===== src/hdl/imubc_pkg.sv =====
// Package for the IMU bias calibration and scaling block.
// Holds field widths, scaling constants, result kinds and lane control types.
// No dependencies; every other file of the block imports it.
package imubc_pkg;

	// Field widths.
	localparam int RAW_W      = 16;
	localparam int RES_W      = 18;
	localparam int TEMP_W     = 16;
	localparam int BIAS_W     = 17;
	localparam int SUM_W      = 24;
	localparam int SHOWN_W    = 7;
	localparam int NUM_AXES   = 6;

	// Stream word widths, padded to whole bytes.
	localparam int IN_TDATA_W  = 112;
	localparam int OUT_TDATA_W = 136;
	localparam int OUT_FIELD_W = NUM_AXES * RES_W + TEMP_W + SHOWN_W;

	// Scaling constants.
	localparam int GRAVITY_RAW = 16384;
	localparam int TEMP_OFS_Q8 = 5376;
	localparam int GYRO_MUL    = 256;
	localparam int GYRO_DIV    = 131;
	localparam int TEMP_MUL    = 25600;
	localparam int TEMP_DIV    = 33387;

	// Latency of the constant divider, in cycles.
	localparam int DIV_LAT = 3;

	// Input command codes.
	localparam logic CMD_CONVERT = 1'b0;
	localparam logic CMD_CALIB   = 1'b1;

	// Result kinds.
	typedef enum logic [1:0] {
		KIND_CONV  = 2'd0,
		KIND_CALIB = 2'd1,
		KIND_DONE  = 2'd2
	} kind_t;

	// Control from the sequencer to each axis lane.
	typedef struct packed {
		logic acc;      // add the sample to the running sum
		logic bias_wr;  // load the averaged bias and clear the sum
		logic inj;      // feed the bias itself into the scaling path
	} lane_ctl_t;

endpackage


===== src/hdl/imubc_cdiv.sv =====
// Pipelined signed multiply-by-constant and divide-by-constant unit.
// Computes trunc(x * MUL / DIV) toward zero with a reciprocal estimate and one correction.
// Imports imubc_pkg, whose DIV_LAT constant gives the latency it implements.
module imubc_cdiv #(
	parameter int IN_W  = 18,
	parameter int OUT_W = 18,
	parameter int MUL   = 1,
	parameter int DIV   = 1
) (
	input  logic                    clk,
	input  logic                    en,
	input  logic signed [IN_W-1:0]  x,
	output logic signed [OUT_W-1:0] y
);
	import imubc_pkg::*;

	// The magnitude stays below 2**K, so the estimate is off by at most one.
	localparam int          K    = IN_W;
	localparam logic [63:0] M64  = (64'(MUL) << K) / 64'(DIV);
	localparam int          M_W  = $clog2(M64 + 64'd1);
	localparam int          A_W  = IN_W + $clog2(MUL + 1);
	localparam int          P_W  = IN_W + M_W;
	localparam logic [M_W-1:0] RECIP = M_W'(M64);
	localparam logic [A_W-1:0] MUL_C = A_W'(MUL);
	localparam logic [A_W-1:0] DIV_C = A_W'(DIV);

	logic [IN_W-1:0] ax;
	logic            neg_s1, neg_s2;
	logic [A_W-1:0]  axm_s1, axm_s2;
	logic [P_W-1:0]  prod_s1;
	logic [A_W-1:0]  qe, qn;
	logic [A_W-1:0]  qe_s2, qn_s2;
	logic [A_W-1:0]  rem, q;
	logic signed [OUT_W-1:0] y_s3;

	// Magnitude of the input; the most negative value still fits unsigned.
	assign ax = x[IN_W-1] ? IN_W'(-x) : IN_W'(x);

	// Stage 1: scaled numerator and reciprocal product.
	always_ff @(posedge clk) begin
		if (en) begin
			neg_s1  <= x[IN_W-1];
			axm_s1  <= A_W'(ax) * MUL_C;
			prod_s1 <= P_W'(ax) * P_W'(RECIP);
		end
	end

	// Stage 2: quotient estimate and its product with the divisor.
	assign qe = A_W'(prod_s1 >> K);
	assign qn = qe * DIV_C;

	always_ff @(posedge clk) begin
		if (en) begin
			neg_s2 <= neg_s1;
			axm_s2 <= axm_s1;
			qe_s2  <= qe;
			qn_s2  <= qn;
		end
	end

	// Stage 3: correct the estimate by one where the remainder is too large.
	assign rem = axm_s2 - qn_s2;
	assign q   = (rem >= DIV_C) ? qe_s2 + A_W'(1) : qe_s2;

	always_ff @(posedge clk) begin
		if (en) begin
			y_s3 <= neg_s2 ? OUT_W'(-q) : OUT_W'(q);
		end
	end

	assign y = y_s3;

endmodule


===== config.mk =====
export PLATFORM = sky130hd
export DESIGN_NAME = imubc_cdiv
export DESIGN_NICKNAME = d
export VERILOG_FILES = /design/src/hdl/imubc_pkg.sv /design/src/hdl/imubc_cdiv.sv
export SDC_FILE = /design/constraint.sdc
export NUM_CORES = 1
export LEC_CHECK = 0
export BUFFER_PORTS_ARGS = -buffer_cell sky130_fd_sc_hd__buf_4
export CAP_MARGIN = 20
export CORE_ASPECT_RATIO = 0.8
export CORE_UTILIZATION = 50
export DETAILED_ROUTE_END_ITERATION = 10
export GPL_ROUTABILITY_DRIVEN = 1
export PLACE_DENSITY = 0.76
export SYNTH_ARGS = -nofsm -noshare
export SYNTH_HDL_FRONTEND = slang
export SYNTH_SLANG_ARGS = --single-unit

===== constraint.sdc =====
create_clock -name clk -period 1.55 [get_ports clk]
set_input_delay 0.155 -clock clk [delete_from_list [all_inputs] [get_ports clk]]
set_output_delay 0.155 -clock clk [all_outputs]
set_load 0.02 [all_outputs]

==> impl_summary.md <==
CTS
The clock transition at the registers of the reported paths is 90 ps. The post-cts hold buffer count is 0. The CTS tree is yes. TritonCTS created 5 clock buffers. CTS saw 56 sinks. The cell at the root of the clock tree is sky130_fd_sc_hd__clkbuf_8. The depth of the CTS H-tree is 2. The clock passes through at most 2 buffers. The clock latency on the worst-skew pair is 310 ps.

Floorplan
The vertical extent of the die is 63.8 µm. The die area is 0.00506 mm². The horizontal extent of the die is 79.3 µm.

The number of top-level pins is 38. The floorplan core area is 0.00460 mm². The initial utilization of the core area, before any placement, comes to 0.520. The floorplan row count is 22.

Layout
The number of nets in the layout is 255. 0 antenna diodes ended up in the layout. The synthesis-to-finish area growth is 35.1%. The finished layout holds 294 standard cells, fillers aside. Of the cells placed in the final design, the portion with a size suffix greater than 1 is 0.423. The final core area utilization is 0.703.

Synthesis
For this run, the number of Yosys warnings is 0. The share of the Yosys chip area taken by registers is 0.704. The synthesized-area fraction occupied by ao, oa, aoi and oai cells came to 0.0696. By area, the combinational part of the netlist is dominated by XOR/XNOR gates. The synthesized-area fraction occupied by xor and xnor cells is 0.114. The number of library cell types mapped by synthesis is 24. The average cell area after synthesis is 14.9 µm².

The number of instances in the synthesized netlist is 160. In this run, synthesis produced a sequential element count of 56. The area of the mapped netlist is 0.00239 mm². The synthesized net count is 182.

Of the total synthesized cell area, the portion taken by full adders, half adders and majority gates is 0.0105. Measured against the total synthesized area, the mux share comes to 0. Of the total synthesized cell area, the portion taken by AND, OR, NAND and NOR gates is 0.0901.

Route
The routed layout has 1,492 vias. The first detailed-routing pass took 4 iterations. The post-detailed-route wirelength per cell is 13.0 µm. After detailed routing, the number of vias per cell comes to 5.07. The detail route stage leaves a number of antenna-violating nets equal to 0. The DRC violations left is 0. In this run, the number of DRC markers left after iteration 0 of detailed routing was 100. The routed design has 3830 µm of wire.

Global routing
The met3 routing resource usage after global routing is 0.0386. The leftover overflow at the end of global routing is 0. The number of antenna violations at the first check in global routing is 0. The met2 capacity usage during global routing is 0.272. The first global-routing pass estimated 6020 µm of wire. For this run, global-route usage on met1 was measured as 0.187. The maximum number of pins on one net before global-route repair is 57. The layer flagged by global routing as most heavily used is met2. The via count of the first global-routing pass came to 1,352.

Across every metal layer, demand over resource in global routing totals 0.159.

Critical path
Data on the critical path is required at its endpoint by 1610 ps. The worst setup path is launched from a flop. The register-to-register setup slack is -90 ps. The type of the worst setup path is reg2reg. The data arrival time of the critical path is 1700 ps. The startpoint identified for the worst register-to-register timing path is qn_s2[3]$_DFFE_PP_. The endpoint identified for the worst register-to-register timing path is y[13]$_DFFE_PP_. STA classifies the critical path endpoint as a flop. Of all nets on the critical path, the largest fanout is 4. The cell depth of the worst flop-to-flop path is 5.

Pwr
The total power is 3.21 mW. Dividing total power by cell area gives a power density of 994 mW/mm². For this design the static power due to leakage is 1.19 nW. Across the VDD grid, the largest voltage drop is 0.000467 V.

Worst hold path
Counting instances, the worst hold path has a depth of 1. The path with the worst hold slack has its endpoint at axm_s1[0]$_DFFE_PP_. The worst hold path begins at x[0]. In this run the worst hold path is classified as in2reg.

STA
The setup slack of the critical path after layout is -91.4 ps. Setup violations remaining at the end of the flow were counted as 8. The post-route setup TNS is -476 ps. For this run, the top clock speed supported by timing is 0.609 GHz. The final cycle utilization of the critical path is 1.06.

After layout, the minimum clock period comes to 1640 ps. The clock tree skew after final layout is 4.69 ps. The worst hold slack is 56.6 ps. The final count of pins violating max slew is 0. Setup repair after global routing could not meet its margin everywhere.

The headroom to the max-slew limit is 0.757. The hold violation total from the final report is 0. The transition time of the tightest slew-check pin is 360 ps.

Place
The total instance count after detailed placement is 278. The routability congestion estimate from global placement is 0.790. During placement, the flow inserted port buffers numbering 37. The HPWL after detailed placement is 2520 µm.

Outcome
The checks that failed: negative setup slack. The flow ran to the end, but the final reports show violations.

Run
Across the run, the number of max-cap violations was 0.
==> sequential cells by signal, indices dropped and copies added (netlist names) <==
| register | count |
|---|---|
| axm_s1 | 18 |
| neg_s1 | 1 |
| neg_s2 | 1 |
| qn_s2 | 18 |
| y | 18 |
==> through the flow <==
stage,instance area (µm²),worst slack [ps]
2_1_floorplan,2410,-14.9
5_1_grt,3230,-190
3_5_place_dp,2940,-188
3_3_place_gp,2940,-139
4_1_cts,3110,-127
6_report,3230,-91.4
==> final cells by class <==
class	instances	area, µm²
Sequential cell	56	1680
Fill cell	305	1370
Multi-Input combinational cell	96	811
Timing Repair Buffer	69	551
Tap cell	60	75.1
Clock buffer	6	72.6
Inverter	5	21.3
Clock inverter	2	17.5
==> synth_stat cells (all sizes together) <==
library cell / instances / share of area
xnor2: 31 / 0.11
or2: 1 / 0.0026
o21ai: 13 / 0.029
nand3b: 1 / 0.0047
inv: 5 / 0.0079
nor4: 3 / 0.010
nand2b: 4 / 0.010
or4: 3 / 0.013
nor2: 2 / 0.0031
nor2b: 1 / 0.0026
edfxtp: 56 / 0.70
ha: 2 / 0.010
o31ai: 6 / 0.019
nand2: 13 / 0.020
or3: 2 / 0.0052
o41ai: 6 / 0.022
nand3: 1 / 0.0021
nand4: 2 / 0.0052
clkbuf: 3 / 0.0047
nor3: 5 / 0.010
==> metal layers <==
metal | vias to the layer above | share of wire
met1 | 691 | 0.42
li1 | 749 | -
met4 | 0 | 0.025
met5 | - | 0
met2 | 44 | 0.51
met3 | 8 | 0.050
==> worst max-delay path by stage <==
stage | start | to | slack (ps) | cells after the start
floorplan | qn_s2[4]$_DFFE_PP_ | y[16]$_DFFE_PP_ | -10 | 4
global placement | x[9] | axm_s1[14]$_DFFE_PP_ | -140 | 5
detailed placement | x[9] | axm_s1[14]$_DFFE_PP_ | -190 | 5
CTS | qn_s2[3]$_DFFE_PP_ | y[16]$_DFFE_PP_ | -130 | 4
global route | qn_s2[3]$_DFFE_PP_ | y[17]$_DFFE_PP_ | -190 | 5
finish | qn_s2[3]$_DFFE_PP_ | y[13]$_DFFE_PP_ | -90 | 5
==> logic make-up after synthesis <==
| group | after synthesis |
|---|---|
| AOI/OAI and AO/OA | 25 |
| xor gates and xnor gates | 31 |
| adders and majority gates | 2 |
| buffers and inverters | 8 |
| DFF | 56 |
| and+or+nand+nor | 38 |
==> power breakdown <==
part | internal [mW] | switching (mW)
registers | 1.85 | 0.0591
clock network | 0.331 | 0.449
logic | 0.264 | 0.261
total | 2.44 | 0.769
==> critical path: stages (launching register included) <==
cell and delay (ps):
sky130_fd_sc_hd__edfxtp_1 440, sky130_fd_sc_hd__nor4_4 330, sky130_fd_sc_hd__buf_4 200, sky130_fd_sc_hd__nand4_1 140
sky130_fd_sc_hd__o21ai_1 190, sky130_fd_sc_hd__xnor2_1 90
==> what timing repair did <==
| action | in CTS | in global routing |
|---|---|---|
| pin swaps | 6 | 8 |
| gates resized for setup | 11 | 17 |
| gates cloned | 0 | 0 |
| endpoints found under the setup margin | 7 | 13 |
| setup buffers | 3 | 5 |
==> layout by cell type (no fill, tap or decap), types with 2 or more instances in the layout <==
| cell type | synthesis | routed |
|---|---|---|
| sky130_fd_sc_hd__o41ai_4 | 0 | 2 |
| sky130_fd_sc_hd__o31ai_1 | 6 | 5 |
| sky130_fd_sc_hd__nor3_1 | 5 | 4 |
| sky130_fd_sc_hd__xnor2_1 | 31 | 31 |
| sky130_fd_sc_hd__clkbuf_8 | 0 | 5 |
| sky130_fd_sc_hd__or4_4 | 2 | 2 |
| sky130_fd_sc_hd__buf_6 | 0 | 2 |
| sky130_fd_sc_hd__inv_2 | 0 | 2 |
| sky130_fd_sc_hd__inv_1 | 5 | 2 |
| sky130_fd_sc_hd__nor4_1 | 2 | 2 |
| sky130_fd_sc_hd__nand2b_1 | 4 | 4 |
| sky130_fd_sc_hd__buf_12 | 0 | 2 |
| sky130_fd_sc_hd__o21ai_0 | 5 | 4 |
| sky130_fd_sc_hd__edfxtp_1 | 56 | 56 |
| sky130_fd_sc_hd__o21ai_2 | 1 | 5 |
| sky130_fd_sc_hd__nand2_1 | 13 | 11 |
| sky130_fd_sc_hd__o21ai_1 | 7 | 4 |
| sky130_fd_sc_hd__or3_1 | 2 | 2 |
| sky130_fd_sc_hd__o41ai_1 | 6 | 3 |
| sky130_fd_sc_hd__buf_4 | 0 | 65 |
| sky130_fd_sc_hd__nand4_1 | 2 | 2 |
| sky130_fd_sc_hd__inv_6 | 0 | 2 |
Power figures use the tool's default switching activity.
