File: src/hdl/imubc_pkg.sv
// Package for the IMU bias calibration and scaling block.
// Holds field widths, scaling constants, result kinds and lane control types.
// No dependencies; every other file of the block imports it.
package imubc_pkg;

	// Field widths.
	localparam int RAW_W      = 16;
	localparam int RES_W      = 18;
	localparam int TEMP_W     = 16;
	localparam int BIAS_W     = 17;
	localparam int SUM_W      = 24;
	localparam int SHOWN_W    = 7;
	localparam int NUM_AXES   = 6;

	// Stream word widths, padded to whole bytes.
	localparam int IN_TDATA_W  = 112;
	localparam int OUT_TDATA_W = 136;
	localparam int OUT_FIELD_W = NUM_AXES * RES_W + TEMP_W + SHOWN_W;

	// Scaling constants.
	localparam int GRAVITY_RAW = 16384;
	localparam int TEMP_OFS_Q8 = 5376;
	localparam int GYRO_MUL    = 256;
	localparam int GYRO_DIV    = 131;
	localparam int TEMP_MUL    = 25600;
	localparam int TEMP_DIV    = 33387;

	// Latency of the constant divider, in cycles.
	localparam int DIV_LAT = 3;

	// Input command codes.
	localparam logic CMD_CONVERT = 1'b0;
	localparam logic CMD_CALIB   = 1'b1;

	// Result kinds.
	typedef enum logic [1:0] {
		KIND_CONV  = 2'd0,
		KIND_CALIB = 2'd1,
		KIND_DONE  = 2'd2
	} kind_t;

	// Control from the sequencer to each axis lane.
	typedef struct packed {
		logic acc;      // add the sample to the running sum
		logic bias_wr;  // load the averaged bias and clear the sum
		logic inj;      // feed the bias itself into the scaling path
	} lane_ctl_t;

endpackage

File: src/hdl/imubc_cdiv.sv
// Pipelined signed multiply-by-constant and divide-by-constant unit.
// Computes trunc(x * MUL / DIV) toward zero with a reciprocal estimate and one correction.
// Imports imubc_pkg, whose DIV_LAT constant gives the latency it implements.
module imubc_cdiv #(
	parameter int IN_W  = 18,
	parameter int OUT_W = 18,
	parameter int MUL   = 1,
	parameter int DIV   = 1
) (
	input  logic                    clk,
	input  logic                    en,
	input  logic signed [IN_W-1:0]  x,
	output logic signed [OUT_W-1:0] y
);
	import imubc_pkg::*;

	// The magnitude stays below 2**K, so the estimate is off by at most one.
	localparam int          K    = IN_W;
	localparam logic [63:0] M64  = (64'(MUL) << K) / 64'(DIV);
	localparam int          M_W  = $clog2(M64 + 64'd1);
	localparam int          A_W  = IN_W + $clog2(MUL + 1);
	localparam int          P_W  = IN_W + M_W;
	localparam logic [M_W-1:0] RECIP = M_W'(M64);
	localparam logic [A_W-1:0] MUL_C = A_W'(MUL);
	localparam logic [A_W-1:0] DIV_C = A_W'(DIV);

	logic [IN_W-1:0] ax;
	logic            neg_s1, neg_s2;
	logic [A_W-1:0]  axm_s1, axm_s2;
	logic [P_W-1:0]  prod_s1;
	logic [A_W-1:0]  qe, qn;
	logic [A_W-1:0]  qe_s2, qn_s2;
	logic [A_W-1:0]  rem, q;
	logic signed [OUT_W-1:0] y_s3;

	// Magnitude of the input; the most negative value still fits unsigned.
	assign ax = x[IN_W-1] ? IN_W'(-x) : IN_W'(x);

	// Stage 1: scaled numerator and reciprocal product.
	always_ff @(posedge clk) begin
		if (en) begin
			neg_s1  <= x[IN_W-1];
			axm_s1  <= A_W'(ax) * MUL_C;
			prod_s1 <= P_W'(ax) * P_W'(RECIP);
		end
	end

	// Stage 2: quotient estimate and its product with the divisor.
	assign qe = A_W'(prod_s1 >> K);
	assign qn = qe * DIV_C;

	always_ff @(posedge clk) begin
		if (en) begin
			neg_s2 <= neg_s1;
			axm_s2 <= axm_s1;
			qe_s2  <= qe;
			qn_s2  <= qn;
		end
	end

	// Stage 3: correct the estimate by one where the remainder is too large.
	assign rem = axm_s2 - qn_s2;
	assign q   = (rem >= DIV_C) ? qe_s2 + A_W'(1) : qe_s2;

	always_ff @(posedge clk) begin
		if (en) begin
			y_s3 <= neg_s2 ? OUT_W'(-q) : OUT_W'(q);
		end
	end

	assign y = y_s3;

endmodule

File: src/hdl/imubc_lane.sv
// One motion axis lane: running calibration sum, stored bias and scaling path.
// Uses imubc_cdiv for the bias average and for the output scaling.
// Depends on imubc_pkg for widths and the lane control struct.
module imubc_lane #(
	parameter int CALIB_SAMPLES = 100,
	parameter int SCALE_MUL     = 1,
	parameter int SCALE_DIV     = 1,
	parameter int BIAS_OFS      = 0
) (
	input  logic                              clk,
	input  logic                              arst_n,
	input  logic                              en,
	input  imubc_pkg::lane_ctl_t              ctl,
	input  logic signed [imubc_pkg::RAW_W-1:0] raw,
	output logic signed [imubc_pkg::RES_W-1:0] y
);
	import imubc_pkg::*;

	logic signed [SUM_W-1:0]  sum_q;
	logic signed [BIAS_W-1:0] bias_q;
	logic signed [BIAS_W-1:0] avg;
	logic signed [RES_W-1:0]  x;

	// Running sum; it clears when the bias is taken from it.
	always_ff @(posedge clk or negedge arst_n) begin
		if (!arst_n) begin
			sum_q <= '0;
		end else if (ctl.bias_wr) begin
			sum_q <= '0;
		end else if (ctl.acc) begin
			sum_q <= sum_q + SUM_W'(raw);
		end
	end

	// Average of the sum, free running while the sum holds still.
	imubc_cdiv #(
		.IN_W  (SUM_W),
		.OUT_W (BIAS_W),
		.MUL   (1),
		.DIV   (CALIB_SAMPLES)
	) u_avg (
		.clk (clk),
		.en  (1'b1),
		.x   (sum_q),
		.y   (avg)
	);

	// Stored bias with the fixed offset taken off.
	always_ff @(posedge clk or negedge arst_n) begin
		if (!arst_n) begin
			bias_q <= '0;
		end else if (ctl.bias_wr) begin
			bias_q <= avg - BIAS_W'(BIAS_OFS);
		end
	end

	// Scaling input: sample minus bias, or the new bias on completion.
	assign x = ctl.inj ? RES_W'(bias_q) : RES_W'(raw) - RES_W'(bias_q);

	imubc_cdiv #(
		.IN_W  (RES_W),
		.OUT_W (RES_W),
		.MUL   (SCALE_MUL),
		.DIV   (SCALE_DIV)
	) u_scale (
		.clk (clk),
		.en  (en),
		.x   (x),
		.y   (y)
	);

endmodule

File: config.mk
export PLATFORM = sky130hd
export DESIGN_NAME = imubc_lane
export DESIGN_NICKNAME = d
export VERILOG_FILES = /design/src/hdl/imubc_pkg.sv /design/src/hdl/imubc_cdiv.sv /design/src/hdl/imubc_lane.sv
export SDC_FILE = /design/constraint.sdc
export NUM_CORES = 1
export LEC_CHECK = 0
export BUFFER_PORTS_ARGS = -buffer_cell sky130_fd_sc_hd__buf_4
export CAP_MARGIN = 30
export CELL_PAD_IN_SITES_DETAIL_PLACEMENT = 1
export CELL_PAD_IN_SITES_GLOBAL_PLACEMENT = 2
export CORE_ASPECT_RATIO = 0.6
export CORE_UTILIZATION = 35
export DETAILED_ROUTE_END_ITERATION = 16
export HOLD_SLACK_MARGIN = 0.05
export PLACE_DENSITY = 0.78
export SETUP_SLACK_MARGIN = 0.5
export SYNTH_ARGS = -nofsm -noshare
export SYNTH_HDL_FRONTEND = slang
export SYNTH_HIERARCHICAL = 1
export SYNTH_SLANG_ARGS = --single-unit
File: constraint.sdc
create_clock -name clk -period 21.7 [get_ports clk]
set_input_delay 3.255 -clock clk [delete_from_list [all_inputs] [get_ports clk]]
set_output_delay 3.255 -clock clk [all_outputs]
set_load 0.03 [all_outputs]
==> results.json <==
{
  "run_status": "complete, no violations",
  "final_layout_size_suffix_gt1_frac": 0.0556,
  "remaining_drc_errors": 0,
  "synthesis.instances": 2228,
  "setup_viol_count_final": 0,
  "max_cap_viols": 0,
  "yosys.cell_types.count": 91,
  "finClkSkew_ns": 0.0164,
  "num-fill-cells": 7021,
  "r2r_slack_ns": 12.20,
  "timing.fmax_ghz": 0.105,
  "area_enclosed_by_the_die_boundary_sq_um": 63700,
  "timing.setup.critical_path_class": "reg -> reg",
  "grt_pass1_vias": 17062,
  "die_w_um": 325,
  "initial_core_util": 0.357,
  "synthesis.yosys.warnings": 6,
  "postSynthRegisterBits": 215,
  "num_antenna_cells": 0,
  "endpoint": "u_avg/prod_s1[41]$_DFFE_PP_",
  "slowest_stage": "sky130_fd_sc_hd__xor2_1",
  "vias": 16033,
  "largest_cells_by_area_after_synthesis": "sky130_fd_sc_hd__edfxtp_1 24%, sky130_fd_sc_hd__ha_1 18%, sky130_fd_sc_hd__fa_1 15%",
  "final.period_utilization": 0.438,
  "report.final.slew_viol_count": 0,
  "cp-end-kind": "register",
  "critPathRequiredTime_ns": 21.98,
  "timing.critical_path.fanout_max": 10,
  "rows": 70,
  "fin_setup_tns_ns": 0,
  "cts.reportedPaths.clkPinSlew_ns": 0.06,
  "yosys.area.top_type": "sky130_fd_sc_hd__edfxtp_1",
  "cts_buffer_depth": 3,
  "critical_path_depth": 29,
  "cts_sinks": 215,
  "cp-startpoint": "sum_q[4]$_DFFE_PN0P_",
  "die_span_in_y_um": 196,
  "wirelength_um": 60600,
  "floorplan.io_pins": 40,
  "nets": 2887,
  "groute.usage.overall": 0.194,
  "worst_path_largest_cell_delay_ns": 0.72,
  "path_delay_family": "compound AO/OA/AOI/OAI gates",
  "synthArstFlopShare": 0.191,
  "synth_area_sq_um": 21900,
  "cts_hold_buf": 0,
  "synthesis.area_per_instance_sq_um": 9.84,
  "gpl_wtd_cong": 0.862,
  "floorplan.core_area_sq_um": 61400,
  "synth.yosys.seq_area_share": 0.285,
  "rr_endpoint": "u_avg/prod_s1[41]$_DFFE_PP_",
  "worstReg2RegStart": "sum_q[4]$_DFFE_PN0P_",
  "tritoncts.num_buffers": 25,
  "global_route_wire_length_before_repair_um": 96800,
  "critical_path.n_buffers_inverters": 5,
  "cts.repair_timing.setup_buffer_count": 0,
  "cts_tree": "built",
  "critical_path.startpoint_type": "register",
  "path_depth_of_the_worst_reg2reg_path": 29,
  "avgViaCountPerCell": 4.95,
  "synth-edff-count": 174,
  "rsz0062_at_grt": "false",
  "grt_antenna_before_repair": 3,
  "tightestPinTransition_ns": 1.06,
  "hold_class": "reg -> reg",
  "syn_to_final_growth_pct": 11.8,
  "route.antenna.remaining_nets": 0,
  "ctsRootBufferMaster": "sky130_fd_sc_hd__clkbuf_16",
  "synth.top_cell.area_share": 0.238,
  "cts_resized": 0,
  "htree_num_levels": 1,
  "port_buffers": 39,
  "grt.overflow.total": 0,
  "detail_route.iter0.violations": 812,
  "synthFlopType": "sky130_fd_sc_hd__edfxtp_1",
  "grt_max_degree": 60,
  "critPathArrivalTime_ns": 9.78,
  "maxSlewHeadroom": 0.278,
  "finalHoldViolCount": 0,
  "route.detailed.wl_per_inst_um": 18.7,
  "worst_skew_pair.late_latency_ns": 0.54,
  "fin_crit_ns": 9.50,
  "firstDrtPassIters": 4,
  "detailed_place_hpwl_um": 50800
}
[per-stage QoR]
step	instance area (sq um)	std cells	worst slack (ns)	hold WS, ns	util
6_report	24500	3237	12.20	0.417	0.399
5_1_grt	24500	3237	11.80	0.420	0.399
4_1_cts	24500	3237	12.29	0.417	0.399
3_5_place_dp	23700	3191	12.33	0.405	0.386
3_3_place_gp	23700	3191	12.52	0.401	0.386
2_1_floorplan	22400	2345	13.42	0.400	-
[Yosys cell counts (15+ instances only)]
library cell and number:
sky130_fd_sc_hd__xor2_1 48, sky130_fd_sc_hd__a31oi_1 15, sky130_fd_sc_hd__nor2b_1 17, sky130_fd_sc_hd__fa_1 168, sky130_fd_sc_hd__mux2i_1 15, sky130_fd_sc_hd__o31ai_1 21
sky130_fd_sc_hd__a21o_1 30, sky130_fd_sc_hd__nand3_1 34, sky130_fd_sc_hd__nand2_1 99, sky130_fd_sc_hd__o21ai_0 92, sky130_fd_sc_hd__dfrtp_1 41, sky130_fd_sc_hd__edfxtp_1 174
sky130_fd_sc_hd__nor2_1 120, sky130_fd_sc_hd__clkbuf_1 30, sky130_fd_sc_hd__o21a_1 21, sky130_fd_sc_hd__nand4_1 16, sky130_fd_sc_hd__xnor2_1 118, sky130_fd_sc_hd__ha_1 307
sky130_fd_sc_hd__inv_1 474, sky130_fd_sc_hd__nand2b_1 26, sky130_fd_sc_hd__a21oi_1 78, sky130_fd_sc_hd__nor3_1 37
[worst reg2reg max path: cells and delay by family, from the launching register on]
| family | cells | cell delay (ns) |
|---|---|---|
| and+or+nand+nor | 4 | 1.31 |
| adders and majority gates | 6 | 2.91 |
| DFF | 1 | 0.47 |
| xor gates and xnor gates | 3 | 1.13 |
| buffers and inverters | 5 | 0.27 |
| AOI/OAI and AO/OA | 11 | 3.17 |
[per-layer routing]
metal	GRT usage	vias up	part of all wire
met5	0	-	0
met1	0.302	8005	0.54
met4	0.0245	0	0.011
met2	0.286	219	0.41
li1	-	7763	-
met3	0.0297	46	0.045
[registers in the layout, indices dropped and copies added (netlist names)]
signal	cells
u_avg/neg_s1	1
u_scale/neg_s1	1
u_avg/y	17
u_avg/prod_s1	18
u_avg/neg_s2	1
sum_q	24
u_scale/y	18
u_scale/neg_s2	1
u_scale/qn_s2	18
u_avg/qn_s2	23
u_avg/axm_s2	22
u_avg/axm_s1	22
u_scale/axm_s1	18
u_avg/qe_s2	14
bias_q	17
[worst min path at each step]
stage | startpoint | endpoint | slack, ns | cells after the start
3_5_place_dp | u_avg/axm_s1[21]$_DFFE_PP_ | u_avg/axm_s2[21]$_DFFE_PP_ | 0.41 | 0
6_report | u_avg/axm_s1[21]$_DFFE_PP_ | u_avg/axm_s2[21]$_DFFE_PP_ | 0.42 | 0
5_1_grt | u_scale/axm_s1[10]$_DFFE_PP_ | u_scale/qn_s2[10]$_DFFE_PP_ | 0.42 | 0
3_3_place_gp | u_avg/neg_s1$_DFFE_PP_ | u_avg/neg_s2$_DFFE_PP_ | 0.40 | 0
2_1_floorplan | u_avg/axm_s1[10]$_DFFE_PP_ | u_avg/axm_s2[10]$_DFFE_PP_ | 0.40 | 0
4_1_cts | u_scale/axm_s1[10]$_DFFE_PP_ | u_scale/qn_s2[10]$_DFFE_PP_ | 0.42 | 0
[layout make-up]
class	count	area, sq um	share of cell area
repair buffers	58	435	0.0178
clock buffers	35	703	0.0287
clock inverters	11	125	0.00511
flip-flops and latches	215	6250	0.255
multi-input cells	1616	14200	0.579
inverters	474	1780	0.0726
well taps	828	1040	0.0423
[kinds of logic after synthesis]
group           after synthesis  share of synthesized area
simple gates                454                      0.106
other cells                   1                   0.000171
xor+xnor                    166                     0.0663
compound gates              386                      0.117
buf+inv                     514                     0.0888
mux                          17                    0.00787
fa+ha+maj                   475                      0.329
flops                       215                      0.285
[placed cells by master (no fill, tap or decap), types with 25 or more instances in the layout]
| cell type | synthesis | final |
|---|---|---|
| sky130_fd_sc_hd__a21o_1 | 30 | 30 |
| sky130_fd_sc_hd__dfrtp_1 | 41 | 41 |
| sky130_fd_sc_hd__nand2_1 | 99 | 99 |
| sky130_fd_sc_hd__nor2_1 | 120 | 120 |
| sky130_fd_sc_hd__xor2_1 | 48 | 48 |
| sky130_fd_sc_hd__inv_1 | 474 | 474 |
| sky130_fd_sc_hd__xnor2_1 | 118 | 118 |
| sky130_fd_sc_hd__fa_1 | 168 | 168 |
| sky130_fd_sc_hd__edfxtp_1 | 174 | 174 |
| sky130_fd_sc_hd__nand3_1 | 34 | 34 |
| sky130_fd_sc_hd__a21oi_1 | 78 | 78 |
| sky130_fd_sc_hd__nor3_1 | 37 | 37 |
| sky130_fd_sc_hd__conb_1 | 1 | 118 |
| sky130_fd_sc_hd__buf_4 | 1 | 58 |
| sky130_fd_sc_hd__nand2b_1 | 26 | 26 |
| sky130_fd_sc_hd__ha_1 | 307 | 307 |
| sky130_fd_sc_hd__o21ai_0 | 92 | 91 |
| sky130_fd_sc_hd__clkbuf_16 | 0 | 25 |
Power is left out: the tool's default activity adds up to more than one toggle a clock period on the data nets, which glitch-free logic cannot reach.
